**src/sv/lat_pkg.sv**
```systemverilog
package lat_pkg;

	localparam int WordBits = 32;
	localparam int FracBits = 16;
	localparam int CoefBits = 16;
	localparam int IdxBits  = 3;
	localparam int DivSteps = 32;

	localparam logic [WordBits-1:0] MinInit  = '1;
	localparam logic [WordBits-1:0] AccPosMax = {1'b0, {(WordBits-1){1'b1}}};
	localparam logic [WordBits-1:0] AccNegMag = {1'b1, {(WordBits-1){1'b0}}};
	localparam logic [CoefBits-1:0] CoefInit = {1'b1, {(CoefBits-1){1'b0}}};

	typedef enum logic [IdxBits-1:0] {
		REG_FIELD_X   = 3'd0,
		REG_FIELD_Y   = 3'd1,
		REG_FIELD_Z   = 3'd2,
		REG_FLOOR_SQ  = 3'd3,
		REG_STEP_COEF = 3'd4
	} reg_idx_t;

	typedef struct packed {
		logic signed [31:0] charge;
		logic [30:0]        mass;
		logic signed [31:0] vx;
		logic signed [31:0] vy;
		logic signed [31:0] vz;
		logic               last;
	} particle_t;

	typedef struct packed {
		logic signed [31:0] bx;
		logic signed [31:0] by;
		logic signed [31:0] bz;
		logic [31:0]        floor_sq;
		logic [15:0]        coef;
	} cfg_t;

	typedef struct packed {
		logic        start;
		logic [63:0] rem0;
		logic [63:0] den;
		logic [31:0] low;
	} div_req_t;

	typedef struct packed {
		logic        done;
		logic [31:0] quo;
	} div_rsp_t;

	typedef enum logic [3:0] {
		ST_IDLE,
		ST_P1,
		ST_P2,
		ST_QLO,
		ST_QHI,
		ST_SUM,
		ST_ADIV,
		ST_AWAIT,
		ST_SQ,
		ST_CMP,
		ST_RWAIT,
		ST_EST,
		ST_OUT
	} bk_state_t;

	function automatic logic [32:0] clamp_comp(input logic ovf, input logic [31:0] q,
		input logic neg);
		logic [32:0] r;
		if (neg) begin
			if (ovf || q > AccNegMag) r = {1'b1, AccNegMag};
			else r = {1'b0, 32'd0 - q};
		end else begin
			if (ovf || q[31]) r = {1'b1, AccPosMax};
			else r = {1'b0, q};
		end
		return r;
	endfunction

	function automatic logic signed [32:0] mag33(input logic signed [31:0] x);
		logic signed [32:0] s;
		s = {x[31], x};
		return x[31] ? -s : s;
	endfunction

endpackage

```
**src/sv/lat_div.sv**
```systemverilog
module lat_div (
	input  logic              clk,
	input  logic              arst_n,
	input  lat_pkg::div_req_t req,
	output lat_pkg::div_rsp_t rsp
);
	import lat_pkg::*;

	logic [63:0] rem_q;
	logic [63:0] den_q;
	logic [31:0] low_q;
	logic [31:0] quo_q;
	logic [4:0]  cnt_q;
	logic        busy_q;
	logic        done_q;
	logic [64:0] sh;
	logic [64:0] diff;
	logic        ge;

	assign sh   = {rem_q, low_q[31]};
	assign diff = sh - {1'b0, den_q};
	assign ge   = (sh >= {1'b0, den_q});
	assign rsp  = '{done: done_q, quo: quo_q};

	always_ff @(posedge clk) begin
		if (req.start) begin
			rem_q <= req.rem0;
			den_q <= req.den;
			low_q <= req.low;
		end else if (busy_q) begin
			rem_q <= ge ? diff[63:0] : sh[63:0];
			low_q <= {low_q[30:0], 1'b0};
			quo_q <= {quo_q[30:0], ge};
		end
	end

	always_ff @(posedge clk or negedge arst_n) begin
		if (!arst_n) begin
			cnt_q  <= '0;
			busy_q <= 1'b0;
			done_q <= 1'b0;
		end else begin
			done_q <= 1'b0;
			if (req.start) begin
				cnt_q  <= '0;
				busy_q <= 1'b1;
			end else if (busy_q) begin
				cnt_q <= cnt_q + 5'd1;
				if (cnt_q == 5'(DivSteps - 1)) begin
					busy_q <= 1'b0;
					done_q <= 1'b1;
				end
			end
		end
	end
endmodule

```
**config.mk**
```make
export PLATFORM = sky130hd
export DESIGN_NAME = lat_div
export DESIGN_NICKNAME = d
export VERILOG_FILES = /design/src/sv/lat_pkg.sv /design/src/sv/lat_div.sv
export SDC_FILE = /design/constraint.sdc
export NUM_CORES = 1
export LEC_CHECK = 0
export BUFFER_PORTS_ARGS = -buffer_cell sky130_fd_sc_hd__buf_2
export CAP_MARGIN = 30
export CORE_MARGIN = 2
export CORE_UTILIZATION = 25
export DETAILED_ROUTE_END_ITERATION = 8
export PLACE_DENSITY = 0.54
export SYNTH_ARGS = -nofsm -noshare
export SYNTH_HDL_FRONTEND = slang
export SYNTH_SLANG_ARGS = --single-unit
export TNS_END_PERCENT = 1
```
**constraint.sdc**
```tcl
create_clock -name clk -period 8.84 [get_ports clk]
set_input_delay 0.442 -clock clk [delete_from_list [all_inputs] [get_ports clk]]
set_output_delay 0.442 -clock clk [all_outputs]
set_load 0.02 [all_outputs]
```
==> run_results.csv <==
group,metric,value,unit
outcome,status,"finished, final reports clean",
pwr,clkPwrFrac,18.0,%
hold_path,hold_class,"in2reg",
sta,hold_viol,0,
yosys,syn-cell-area,12100,um2
sta,fin_crit_sh,43.6,%
global_routing,grt_pass1_wl,54.0,mm
yosys,synth_seq_cells,199,
yosys,syn-num-nets,1432,
cts,postCtsSetupRepairBufs,0,
sta,holdWs,114,ps
global_routing,grtUsageMet2,21.8,%
route,vias,9662,
layout,drive_gt1_share,21.4,%
worst_setup_path,reg2reg_depth,12,
route,wire_per_inst,17.7,um
pwr,total_power,4.68,mW
yosys,synth.largest_area_cell,"edfxtp_1",
floorplan,io_pins,196,
sta,tns,0,ps
yosys,ys.flop_type,"edfxtp_1",
floorplan,core,47700,um2
yosys,syn_inst,1202,
yosys,ys_seq_area_share,49.0,%
global_routing,grt_overflow,0,
cts,clk_latency,500,ps
pwr,ir_drop,0.000159,V
pwr,switching_share,43.4,%
floorplan,die_x,224,um
sta,slew_headroom,37.0,%
sta,max_freq,259,MHz
worst_setup_path,cp.required,9060,ps
global_routing,grt_max_degree,74,
layout,finalNetCount,1593,
route,ant_nets,0,
yosys,synthTopCellsByArea,"edfxtp_1 (48%), ha_1 (6.8%), nand2_1 (4.8%), a21oi_1 (4.0%), mux2_2 (3.0%)",
pwr,intPower,2.65,mW
floorplan,initial_core_util,25.4,%
yosys,yosysWarningCount,0,
layout,final_cells,1994,
sta,min_period,3860,ps
cts,clk_pin_slew,90,ps
floorplan,num_rows,80,
global_routing,grt_use_met1,18.8,%
cts,cts.sinks,199,
cts,h-tree-depth,4,
worst_setup_path,r2r-start,"rem_q[39]",
global_routing,track_usage,14.1,%
sta,tightestPinTransition,945,ps
route,drtIter0Drc,645,
pwr,p_leak,5.83,nW
global_routing,antenna_found_initial,10,
placed_design,dp_hpwl,26.6,mm
hold_path,whs_path_depth,1,
worst_setup_path,arrival,4080,ps
route,drc,0,
cts,numCtsBuffers,17,
floorplan,die-area,50200,um2
yosys,async_flop_share,3.52,%
global_routing,use_met3,4.39,%
floorplan,die_h,224,um
cts,tritoncts,"built",
route,first_pass_iters,5,
worst_setup_path,r2r_slack,4980,ps
sta,rsz0062_at_grt,"no",
placed_design,place.gp.congestion,0.867,
worst_setup_path,cp-end-kind,"flop",
route,via_per_inst,4.85,
pwr,p_seq_share,30.1,%
worst_setup_path,path_class,"reg2reg",
worst_setup_path,start_kind,"flop",
route,wirelength,35.2,mm
sta,finalSetupViolCount,0,
cts,cts.path.max_buffers,2,
hold_path,min_to,"den_q[21]",
yosys,syn_area_per_cell,10.1,um2
global_routing,grt_pass1_vias,9388,
hold_path,min_from,"req[53]",
placed_design,port_buffers,195,
yosys,synth_cell_types,76,
yosys,yosysTopAreaCellShare,47.6,%
pwr,share_comb_of_total_power,51.9,%
yosys,synth_edf_count,192,
sta,skew,19.0,ps
cts,cts_root_buf,"clkbuf_16",
run,drv_cap,0,
pwr,p_sw,2.03,mW
worst_setup_path,cp_max_fo,59,
global_routing,top_usage_layer,"met2",
sta,drv_slew,0,
layout,area_growth_syn_to_layout,17.9,%
placed_design,place_inst,1957,
worst_setup_path,reg2reg_to,"rem_q[1]",
pwr,cellPowerDensity,328,nW/um2
registers in the layout, indices dropped and copies added (netlist names):
| signal | cells |
|---|---|
| rem_q | 64 |
| cnt_q | 5 |
| den_q | 64 |
| busy_q | 1 |
| quo_q | 32 |
| low_q | 32 |
| done_q | 1 |
stage by stage:
step / setup slack [ps] / area (um2) / utilization (%)
finish: 4980 / 14300 / 29.9
global route: 4740 / 14300 / 29.9
CTS: 4920 / 14300 / 29.9
detailed placement: 4920 / 13600 / 28.6
global placement: 4950 / 13600 / 28.6
floorplan: 5040 / 12100 / -
worst max-delay path by stage:
stage | slack [ps] | startpoint | cells after the start | end
5_1_grt | 4740 | rem_q[39] | 12 | rem_q[1]
3_5_place_dp | 4920 | rem_q[39] | 10 | rem_q[0]
2_1_floorplan | 5040 | req[160] | 5 | low_q[0]
4_1_cts | 4920 | rem_q[3] | 12 | rem_q[0]
6_report | 4980 | rem_q[39] | 12 | rem_q[1]
3_3_place_gp | 4950 | req[160] | 4 | low_q[12]
cell families (layout without fill, tap and decap cells):
| family | Yosys count | in the layout | share of synthesized area [%] |
|---|---|---|---|
| simple gates | 373 | 373 | 14.3 |
| compound gates | 314 | 314 | 16.8 |
| flops | 199 | 199 | 49.0 |
| buf+inv | 152 | 326 | 5.14 |
| fa+ha+maj | 67 | 67 | 6.98 |
| xor+xnor | 57 | 57 | 4.12 |
| mux | 40 | 40 | 3.63 |
| other cells | 0 | 3 | 0 |
cell usage in the layout, fill, tap and decap left out, drive strengths merged, types with 16 or more instances in the layout:
cell type	count
buf	201
edfxtp	192
nand2	154
a21oi	102
inv	99
nor2	91
ha	66
o21ai	62
a31oi	45
xnor2	38
mux2	32
nand4	31
nor3	23
xor2	19
o21bai	17
clkbuf	17
nand3	16
worst max-delay path: stages (launching register included):
cell	delay, ps
edfxtp_1	410
ha_1	420
a21oi_1	250
o21ai_0	140
o21bai_1	190
a21oi_1	230
o211ai_1	180
a211oi_1	440
a21oi_2	190
nor2_4	150
buf_4	580
mux2i_1	310
o21ai_0	90
layer usage:
metal,up-vias,share of wire (%)
met5,-,0.26
met4,14,1.2
met3,36,5.9
met2,231,45
met1,4648,48
li1,4733,-
Yosys cell counts, types with 7 or more instances:
master	n
a2bb2oi_1	9
xor2_1	19
buf_2	27
and2_1	9
a211oi_1	7
nand2_1	154
nor2b_1	7
xnor2_1	38
ha_1	66
mux2i_1	8
o21a_1	8
edfxtp_1	192
a21oi_1	96
o21ai_0	52
dfrtp_1	7
a221o_1	7
and3_1	13
nor3_1	23
nor2_1	89
o21bai_1	17
a31oi_1	44
nand4_1	31
a21o_1	14
mux2_2	32
o21ai_1	8
inv_1	91
o211ai_1	8
clkbuf_1	27
nand3_1	16
layout make-up:
cell class,instances,area [um2]
Fill cell,4993,33500
Sequential cell,199,5940
Multi-Input combinational cell,851,5560
Timing Repair Buffer,202,1050
Tap cell,615,769
Clock buffer,17,425
Inverter,92,347
Clock inverter,15,186
Antenna cell,3,7.51
repair_timing:
item | 4_1_cts | 5_1_grt
hold endpoints to repair | 7 | 0
setup endpoints to repair | 0 | 0
hold buffers | 1 | 0
resized for setup | 0 | 0
power groups by stage:
stage / sequential (mW) / combinational (mW) / clock, mW
global placement: 1.42 / 2.40 / 0
finish: 1.41 / 2.43 / 0.840
detailed placement: 1.42 / 2.40 / 0
global route: 1.43 / 2.70 / 0.898
CTS: 1.41 / 2.42 / 0.874
floorplan: 1.40 / 1.85 / 0
No activity file was read; power rests on OpenSTA's default activity.
