--- config.mk ---
export PLATFORM = sky130hd
export DESIGN_NAME = lat_front_flat
export DESIGN_NICKNAME = d
export VERILOG_FILES = /design/src/sv/lat_pkg.sv /design/src/sv/lat_if.sv /design/src/sv/lat_front.sv /design/src/flat_wrapper.sv
export SDC_FILE = /design/constraint.sdc
export NUM_CORES = 1
export LEC_CHECK = 0
export BUFFER_PORTS_ARGS = -buffer_cell sky130_fd_sc_hd__clkbuf_2
export CAP_MARGIN = 0
export CORE_UTILIZATION = 34
export CTS_CLUSTER_DIAMETER = 60
export DETAILED_ROUTE_END_ITERATION = 8
export PLACE_DENSITY = 0.55
export SYNTH_ARGS = -nofsm -noshare
export SYNTH_HDL_FRONTEND = slang
export SYNTH_SLANG_ARGS = --single-unit
--- constraint.sdc ---
create_clock -name clk -period 7.4 [get_ports clk]
set_input_delay 0 -clock clk [delete_from_list [all_inputs] [get_ports clk]]
set_output_delay 0 -clock clk [all_outputs]
set_load 0.01 [all_outputs]
--- src/sv/lat_pkg.sv ---
package lat_pkg;

	localparam int WordBits = 32;
	localparam int FracBits = 16;
	localparam int CoefBits = 16;
	localparam int IdxBits  = 3;
	localparam int DivSteps = 32;

	localparam logic [WordBits-1:0] MinInit  = '1;
	localparam logic [WordBits-1:0] AccPosMax = {1'b0, {(WordBits-1){1'b1}}};
	localparam logic [WordBits-1:0] AccNegMag = {1'b1, {(WordBits-1){1'b0}}};
	localparam logic [CoefBits-1:0] CoefInit = {1'b1, {(CoefBits-1){1'b0}}};

	typedef enum logic [IdxBits-1:0] {
		REG_FIELD_X   = 3'd0,
		REG_FIELD_Y   = 3'd1,
		REG_FIELD_Z   = 3'd2,
		REG_FLOOR_SQ  = 3'd3,
		REG_STEP_COEF = 3'd4
	} reg_idx_t;

	typedef struct packed {
		logic signed [31:0] charge;
		logic [30:0]        mass;
		logic signed [31:0] vx;
		logic signed [31:0] vy;
		logic signed [31:0] vz;
		logic               last;
	} particle_t;

	typedef struct packed {
		logic signed [31:0] bx;
		logic signed [31:0] by;
		logic signed [31:0] bz;
		logic [31:0]        floor_sq;
		logic [15:0]        coef;
	} cfg_t;

	typedef struct packed {
		logic        start;
		logic [63:0] rem0;
		logic [63:0] den;
		logic [31:0] low;
	} div_req_t;

	typedef struct packed {
		logic        done;
		logic [31:0] quo;
	} div_rsp_t;

	typedef enum logic [3:0] {
		ST_IDLE,
		ST_P1,
		ST_P2,
		ST_QLO,
		ST_QHI,
		ST_SUM,
		ST_ADIV,
		ST_AWAIT,
		ST_SQ,
		ST_CMP,
		ST_RWAIT,
		ST_EST,
		ST_OUT
	} bk_state_t;

	function automatic logic [32:0] clamp_comp(input logic ovf, input logic [31:0] q,
		input logic neg);
		logic [32:0] r;
		if (neg) begin
			if (ovf || q > AccNegMag) r = {1'b1, AccNegMag};
			else r = {1'b0, 32'd0 - q};
		end else begin
			if (ovf || q[31]) r = {1'b1, AccPosMax};
			else r = {1'b0, q};
		end
		return r;
	endfunction

	function automatic logic signed [32:0] mag33(input logic signed [31:0] x);
		logic signed [32:0] s;
		s = {x[31], x};
		return x[31] ? -s : s;
	endfunction

endpackage

--- src/sv/lat_if.sv ---
interface lat_in_if;
	logic               valid;
	logic               ready;
	logic signed [31:0] charge_in;
	logic [30:0]        mass_in;
	logic signed [31:0] vel_x;
	logic signed [31:0] vel_y;
	logic signed [31:0] vel_z;
	logic               last_particle;

	modport source(output valid, charge_in, mass_in, vel_x, vel_y, vel_z, last_particle,
		input ready);
	modport sink(input valid, charge_in, mass_in, vel_x, vel_y, vel_z, last_particle,
		output ready);
endinterface


--- src/sv/lat_front.sv ---
module lat_front (
	input  logic              clk,
	input  logic              arst_n,
	lat_in_if.sink            item,
	output logic              pvalid,
	output lat_pkg::particle_t pdata,
	input  logic              pop
);
	import lat_pkg::*;

	particle_t  mem_q [2];
	logic       wr_ptr_q;
	logic       rd_ptr_q;
	logic [1:0] count_q;
	logic       push;

	assign item.ready = (count_q != 2'd2);
	assign push       = item.valid && item.ready;
	assign pvalid     = (count_q != 2'd0);
	assign pdata      = mem_q[rd_ptr_q];

	always_ff @(posedge clk) begin
		if (push) begin
			mem_q[wr_ptr_q] <= '{charge: item.charge_in, mass: item.mass_in, vx: item.vel_x,
				vy: item.vel_y, vz: item.vel_z, last: item.last_particle};
		end
	end

	always_ff @(posedge clk or negedge arst_n) begin
		if (!arst_n) begin
			wr_ptr_q <= 1'b0;
			rd_ptr_q <= 1'b0;
			count_q  <= 2'd0;
		end else begin
			if (push) wr_ptr_q <= ~wr_ptr_q;
			if (pop) rd_ptr_q <= ~rd_ptr_q;
			if (push && !pop) count_q <= count_q + 2'd1;
			else if (pop && !push) count_q <= count_q - 2'd1;
		end
	end
endmodule

--- src/flat_wrapper.sv ---
// flat-port wrapper written by rule: the top's interface ports become plain ports
module lat_front_flat import lat_pkg::*;
  (clk, arst_n, pvalid, pdata, pop, item_valid, item_charge_in, item_mass_in, item_vel_x, item_vel_y, item_vel_z, item_last_particle, item_ready);
  lat_in_if item_i ();
  input  logic clk;
  input  logic arst_n;
  output logic pvalid;
  output lat_pkg::particle_t pdata;
  input  logic pop;
  input wire logic [$bits(item_i.valid)-1:0] item_valid;
  input wire logic [$bits(item_i.charge_in)-1:0] item_charge_in;
  input wire logic [$bits(item_i.mass_in)-1:0] item_mass_in;
  input wire logic [$bits(item_i.vel_x)-1:0] item_vel_x;
  input wire logic [$bits(item_i.vel_y)-1:0] item_vel_y;
  input wire logic [$bits(item_i.vel_z)-1:0] item_vel_z;
  input wire logic [$bits(item_i.last_particle)-1:0] item_last_particle;
  output wire logic [$bits(item_i.ready)-1:0] item_ready;
  assign item_i.valid = item_valid;
  assign item_i.charge_in = item_charge_in;
  assign item_i.mass_in = item_mass_in;
  assign item_i.vel_x = item_vel_x;
  assign item_i.vel_y = item_vel_y;
  assign item_i.vel_z = item_vel_z;
  assign item_i.last_particle = item_last_particle;
  assign item_ready = item_i.ready;
  lat_front u_core (.clk(clk), .arst_n(arst_n), .item(item_i), .pvalid(pvalid), .pdata(pdata), .pop(pop));
endmodule
==> results of run 1 <==
==> power by group through the flow <==
stage / Sequential (mW) / Combinational [mW] / Clock, mW
final: 2.66 / 1.90 / 1.75
after global routing: 2.70 / 2.05 / 1.87
after CTS: 2.67 / 1.95 / 1.81
after detailed placement: 2.70 / 1.88 / 0
after global placement: 2.68 / 1.88 / 0
after floorplan: 2.68 / 1.28 / 0
==> path summary, 6_finish.rpt <==
check / to
min reg2reg: u_core.count_q[1]$_DFFE_PN0P_
min in group asynchronous: u_core.rd_ptr_q$_DFFE_PN0P_
min: u_core.mem_q[1][44]$_DFFE_PP_
max reg2reg: u_core.mem_q[1][90]$_DFFE_PP_
max: pdata[153]
max in group asynchronous: u_core.rd_ptr_q$_DFFE_PN0P_
==> cells in the final DEF (no fill, tap or decap), types with 3 or more instances in the layout <==
cell / instances
dfrtp_1: 3
diode_2: 3
buf_4: 3
mux2_2: 70
bufinv_16: 5
clkinv_2: 6
edfxtp_1: 320
clkbuf_16: 37
xor2_1: 3
clkinv_1: 3
clkbuf_2: 325
dlygate4sd3_1: 164
mux2_4: 90
clkbuf_1: 6
==> timing repair <==
item | 4_1_cts | 5_1_grt
endpoints found under the hold margin | 327 | 0
gates resized for setup | 0 | 0
hold buffers | 164 | 0
==> flip-flops by register name, indices dropped and copies added, names as in the netlist <==
signal           flops
u_core.count_q       2
u_core.mem_q       320
u_core.rd_ptr_q      1
u_core.wr_ptr_q      1
==> area by class of cell <==
| class | count | area, sq um | area share |
|---|---|---|---|
| inverters | 2 | 7.51 | 0.000441 |
| repair buffers | 494 | 3330 | 0.196 |
| diodes | 3 | 7.51 | 0.000441 |
| clock buffers | 44 | 962 | 0.0565 |
| clock inverters | 14 | 191 | 0.0112 |
| flip-flops and latches | 324 | 9710 | 0.571 |
| well taps | 455 | 569 | 0.0334 |
| multi-input cells | 172 | 2240 | 0.132 |
==> logic make-up after synthesis <==
family	after synthesis
AND/OR/NAND/NOR	6
flip-flops	324
adder cells (fa/ha/maj)	1
buffers and inverters	20
XOR/XNOR	5
multiplexers	160
==> routing by layer <==
layer,share of wire,global-route usage,up-vias
met3,0.083,0.0462,45
met1,0.42,0.163,3147
met5,0,0,-
met2,0.48,0.218,224
met4,0.022,0.0409,0
li1,-,-,3097
==> stage by stage <==
| stage | hold WS (ns) | utilization |
|---|---|---|
| final | 0.234 | 0.489 |
| after global routing | 0.211 | 0.489 |
| after CTS | 0.202 | 0.489 |
| after detailed placement | -0.182 | 0.409 |
| after global placement | -0.185 | 0.409 |
| after floorplan | -0.296 | - |
==> Yosys cell counts <==
master / count
and3_1: 1
buf_2: 7
buf_6: 11
dfrtp_1: 4
edfxtp_1: 320
ha_1: 1
inv_1: 2
mux2_2: 70
mux2_4: 90
nand2_1: 1
nand2b_1: 1
nor2_1: 2
or2_2: 1
xnor2_1: 2
xor2_1: 3
==> critical path: stages, from the launching register on <==
cell and delay (ns):
dfrtp_4 0.93, buf_4 0.68, mux2_2 0.41, clkbuf_2 0.15
==> results.json, run 1 <==
{
  "worstPathMaxFanout": 47,
  "ant_nets": 0,
  "post-place-ws_ns": 4.75,
  "synth-adder-area-share": 0.00103,
  "swShare": 0.281,
  "wl_mm": 24.8,
  "clock_sinks": 324,
  "first_global_vias": 6749,
  "fillCellCount": 2965,
  "worst_slew_pin_slew_ns": 0.879,
  "antenna_found_initial": 3,
  "finalPower_mw": 6.31,
  "dieArea_sq_mm": 0.0364,
  "synth_compound_area_frac": 0,
  "synth_top_family_by_area": "multiplexers",
  "worst_ep_required_time_ns": 7.40,
  "yosysWarnings": 0,
  "ys_top_cells_by_area": "edfxtp_1 (79%), mux2_4 (11%), mux2_2 (6.5%)",
  "io_pins": 326,
  "overflow": 0,
  "synth_cells": 516,
  "crit_type": "reg2out",
  "drtIter0Drc": 265,
  "synth-seq-cells": 324,
  "p_leak_nw": 6.72,
  "hold_viol": 0,
  "synthMuxAreaShare": 0.177,
  "place_congestion": 0.745,
  "core_sq_mm": 0.0348,
  "synth_largest_area_cell": "edfxtp_1",
  "hp-start": "item_vel_y[11]",
  "critPathLaunchType": "flop",
  "num_vias": 6513,
  "htreeDepth": 2,
  "cts_tree": "done",
  "clk_pin_slew_worst_paths_ns": 0.06,
  "syn_area_sq_mm": 0.0121,
  "rsz0062_at_grt": "no",
  "holdPathStages": 2,
  "synthSimpleGateAreaFrac": 0.00248,
  "drc_errors": 0,
  "grt_max_degree": 142,
  "ff2ff_setup_slack_ns": 4.80,
  "p_sw_mw": 1.78,
  "reg2reg_from": "u_core.count_q[0]$_DFFE_PN0P_",
  "rows": 68,
  "peakVddDrop_uv": 583,
  "drive_gt1_frac": 0.517,
  "dp_hpwl_mm": 15.2,
  "startpoint": "u_core.rd_ptr_q$_DFFE_PN0P_",
  "setup_viol": 0,
  "ys_seq_area_frac": 0.802,
  "io_buffer_count": 325,
  "root_buffer": "clkbuf_16",
  "min_period_ns": 2.73,
  "insertion_delay_ns": 0.50,
  "max_slew_margin": 0.414,
  "setup_ws_ns": 4.67,
  "period_share": 0.370,
  "cts_buffers": 37,
  "grt_pass1_wl_mm": 37.1,
  "syn_area_per_cell_sq_um": 23.5,
  "stdcell_count": 1508,
  "final_area_sq_mm": 0.0170,
  "worst_setup_path_end_kind": "primary output",
  "synth-xor-area-share": 0.00362,
  "area_growth_pct": 40.6,
  "reg2reg_depth": 3,
  "synthesis.nets": 681,
  "dr.pass1.iters": 4,
  "post_drt_wl_per_cell_um": 16.4,
  "drv_cap": 0,
  "power_density_mw_per_mm2": 371,
  "clockBufferDepth": 3,
  "nNetsFinal": 1196,
  "power_frac_clock": 0.277,
  "clock.fmax_ghz": 0.366,
  "synth_top_area_share": 0.794,
  "skew_ns": 0.0134,
  "die_h_um": 191,
  "hold_path.class": "in2reg",
  "post-cts-setup-buffers": 0,
  "vias_per_cell": 4.32,
  "placed_area_sq_mm": 0.0142,
  "dp.cells": 1283,
  "grtUsageTotal": 0.132,
  "initial_utilization": 0.348,
  "arrival_ns": 2.73,
  "pwr-share-seq": 0.422,
  "fp.dieW_um": 191,
  "tns_ns": 0,
  "slew_violations": 0,
  "synthDistinctLibCells": 15,
  "comb_power_share": 0.301,
  "status": "completed",
  "power.internal_mw": 4.53
}
Note: power is estimated with default switching activity, not from simulation.
==> run 2, diff against run 1 <==
--- a/config.mk
+++ b/config.mk
@@ -5,12 +5,13 @@
 export SDC_FILE = /design/constraint.sdc
 export NUM_CORES = 1
 export LEC_CHECK = 0
+export ABC_AREA = 1
 export BUFFER_PORTS_ARGS = -buffer_cell sky130_fd_sc_hd__clkbuf_2
 export CAP_MARGIN = 0
 export CORE_UTILIZATION = 34
 export CTS_CLUSTER_DIAMETER = 60
 export DETAILED_ROUTE_END_ITERATION = 8
-export PLACE_DENSITY = 0.55
+export PLACE_DENSITY = 0.53
 export SYNTH_ARGS = -nofsm -noshare
 export SYNTH_HDL_FRONTEND = slang
 export SYNTH_SLANG_ARGS = --single-unit
==> constraint.sdc (replaced) <==
create_clock -name clk -period 2.68 [get_ports clk]
set_input_delay 0 -clock clk [delete_from_list [all_inputs] [get_ports clk]]
set_output_delay 0 -clock clk [all_outputs]
set_load 0.01 [all_outputs]
==> run 2 against run 1 <==
Net effect: count of clock-buffer cells in the layout is 5 higher; clock skew decreased by 0.0027 ns; global-route usage grew 0.13 points; sequential share of layout area is 0.47 points lower; flip-flop and latch count unchanged; combinational power grew to 2.9 times the previous value; non-clock buffer count up 5; highest routed layer unchanged.
==> results.json, run 2 <==
{
  "grt_max_degree": 88,
  "rsz0062_at_grt": "no",
  "synth-seq-cells": 324,
  "slew_violations": 0,
  "skew_ns": 0.0107,
  "rows": 68,
  "post_drt_wl_per_cell_um": 16.5,
  "vias_per_cell": 4.32,
  "insertion_delay_ns": 0.50,
  "wl_mm": 25.1,
  "hold_viol": 0,
  "core_sq_mm": 0.0348,
  "tns_ns": 0,
  "worst_setup_path_end_kind": "primary output",
  "p_leak_nw": 6.81,
  "min_period_ns": 2.13,
  "synthDistinctLibCells": 14,
  "cts_buffers": 38,
  "peakVddDrop_uv": 664,
  "ant_nets": 0,
  "worst_slew_pin_slew_ns": 0.567,
  "antenna_found_initial": 0,
  "io_pins": 326,
  "post-place-ws_ns": 1.04,
  "critPathLaunchType": "flop",
  "setup_ws_ns": 0.548,
  "die_h_um": 191,
  "clock.fmax_ghz": 0.469,
  "reg2reg_depth": 5,
  "synth_largest_area_cell": "edfxtp_1",
  "num_vias": 6573,
  "holdPathStages": 2,
  "ys_seq_area_frac": 0.801,
  "layout_commonest_cell": "clkbuf_2",
  "synthesis.nets": 689,
  "root_buffer": "clkbuf_16",
  "largestRegisters": "u_core.mem_q x320, u_core.count_q x2",
  "largest_register": "u_core.mem_q",
  "ys_top_cells_by_area": "edfxtp_1 (79%), mux2_4 (11%), mux2_2 (6.5%)",
  "syn_area_per_cell_sq_um": 23.1,
  "drc_errors": 0,
  "yosysWarnings": 0,
  "first_global_vias": 6923,
  "synth_common_cells": "edfxtp_1 (320), mux2_4 (90), mux2_2 (70), buf_6 (11)",
  "clock_sinks": 324,
  "period_share": 0.796,
  "multi_input_area_sq_mm": 0.00225,
  "fp.dieW_um": 191,
  "postSynth.asyncResetShare": 0.0123,
  "hp-start": "item_vel_y[12]",
  "worstPathMaxFanout": 49,
  "overflow": 0,
  "power_density_mw_per_mm2": 1020,
  "ff2ff_setup_slack_ns": 1.03,
  "r2r-end": "u_core.mem_q[0][107]$_DFFE_PP_",
  "synth-edff-count": 320,
  "fillCellCount": 3009,
  "worst_ep_required_time_ns": 2.68,
  "reg2reg_from": "u_core.count_q[0]$_DFFE_PN0P_",
  "place_congestion": 0.728,
  "status": "completed",
  "antennaDiodeCount": 0,
  "grtUsageTotal": 0.134,
  "max_slew_margin": 0.622,
  "cts_tree": "done",
  "io_buffer_count": 325,
  "grt_pass1_wl_mm": 37.4,
  "hold_path.class": "in2reg",
  "nNetsFinal": 1210,
  "dr.pass1.iters": 4,
  "crit_type": "reg2out",
  "synth-main-ff-cell": "edfxtp_1",
  "clockBufferDepth": 3,
  "drtIter0Drc": 206,
  "synth_most_common_cell": "edfxtp_1",
  "dieArea_sq_mm": 0.0364,
  "register_area_sq_mm": 0.00971,
  "min_to": "u_core.mem_q[1][45]$_DFFE_PP_",
  "dp_hpwl_mm": 15.7,
  "setup_viol": 0,
  "arrival_ns": 2.13,
  "drive_gt1_frac": 0.515,
  "syn_area_sq_mm": 0.0121,
  "area_growth_pct": 41.6,
  "clk_pin_slew_worst_paths_ns": 0.05,
  "synth_top_area_share": 0.793,
  "drv_cap": 0,
  "largest_reg_flops": 320,
  "initial_utilization": 0.348,
  "synth_cells": 524,
  "layout_common_cells": "clkbuf_2 (325), edfxtp_1 (320), dlygate4sd3_1 (164)",
  "htreeDepth": 2
}
run 2: cell count changes after synthesis:
cell / delta
xnor2_1: -1
nand2_1: +6
or2_2: -1
nand2b_1: -1
and3_1: -1
nand4_1: +1
xor2_1: -1
inv_1: +5
nand3_1: +1
run 2: area by class of cell:
class | count | share of cell area
multi-input cells | 175 | 0.131
clock buffers | 49 | 0.0615
repair buffers | 499 | 0.200
flip-flops and latches | 324 | 0.566
well taps | 455 | 0.0332
inverters | 7 | 0.00153
clock inverters | 13 | 0.00656
run 2: worst max path at each step:
stage	start	endpoint	cells past startpoint	slack, ns
floorplan	u_core.count_q[0]$_DFFE_PN0P_	u_core.mem_q[0][0]$_DFFE_PP_	4	-0.72
detailed placement	u_core.count_q[0]$_DFFE_PN0P_	u_core.mem_q[0][113]$_DFFE_PP_	5	1.04
global route	u_core.rd_ptr_q$_DFFE_PN0P_	pdata[5]	3	0.45
finish	u_core.rd_ptr_q$_DFFE_PN0P_	pdata[5]	3	0.55
CTS	u_core.rd_ptr_q$_DFFE_PN0P_	pdata[4]	3	0.49
global placement	u_core.count_q[0]$_DFFE_PN0P_	u_core.mem_q[0][109]$_DFFE_PP_	5	1.03
run 2: logic make-up after synthesis:
logic type / synth area share
XOR/XNOR: 0.00217
flip-flops: 0.801
AND/OR/NAND/NOR: 0.00372
multiplexers: 0.177
adder cells (fa/ha/maj): 0.00103
buffers and inverters: 0.0153
run 2: where the power goes:
group	internal, mW	leakage (nW)	total [mW]	switching, mW
logic	2.68	3.21	5.51	2.84
clock network	2.95	0.574	4.79	1.85
registers	6.93	3.02	7.24	0.318
total	12.5	6.81	17.6	5.00
run 2: per-layer routing:
metal  wire [um]  global-route usage  vias up
met5           0                   0        -
met4         423              0.0385        0
met3        2230              0.0456       30
met2       12000               0.220      241
met1       10500               0.166     3188
li1            -                   -     3114
run 2: stage by stage:
stage               power (mW)   util  hold slack, ns  std cells  instance area, sq um
floorplan                 10.9      -          -0.296        524                 12100
global placement          12.8  0.412          -0.181       1296                 14400
detailed placement        12.8  0.412          -0.176       1296                 14400
CTS                       17.9  0.493           0.194       1522                 17200
global route              18.4  0.493           0.204       1522                 17200
finish                    17.6  0.493           0.217       1522                 17200
run 2: critical path, cell delays in order, from the launching register on:
cell,delay [ns]
dfrtp_4,0.67
buf_12,0.35
mux2_2,0.39
clkbuf_2,0.13
run 2: repair_timing:
item / in CTS / in global routing
resized for setup: 0 / 0
endpoints found under the hold margin: 327 / 0
buffers inserted: 0 / 0
hold buffers: 164 / 0
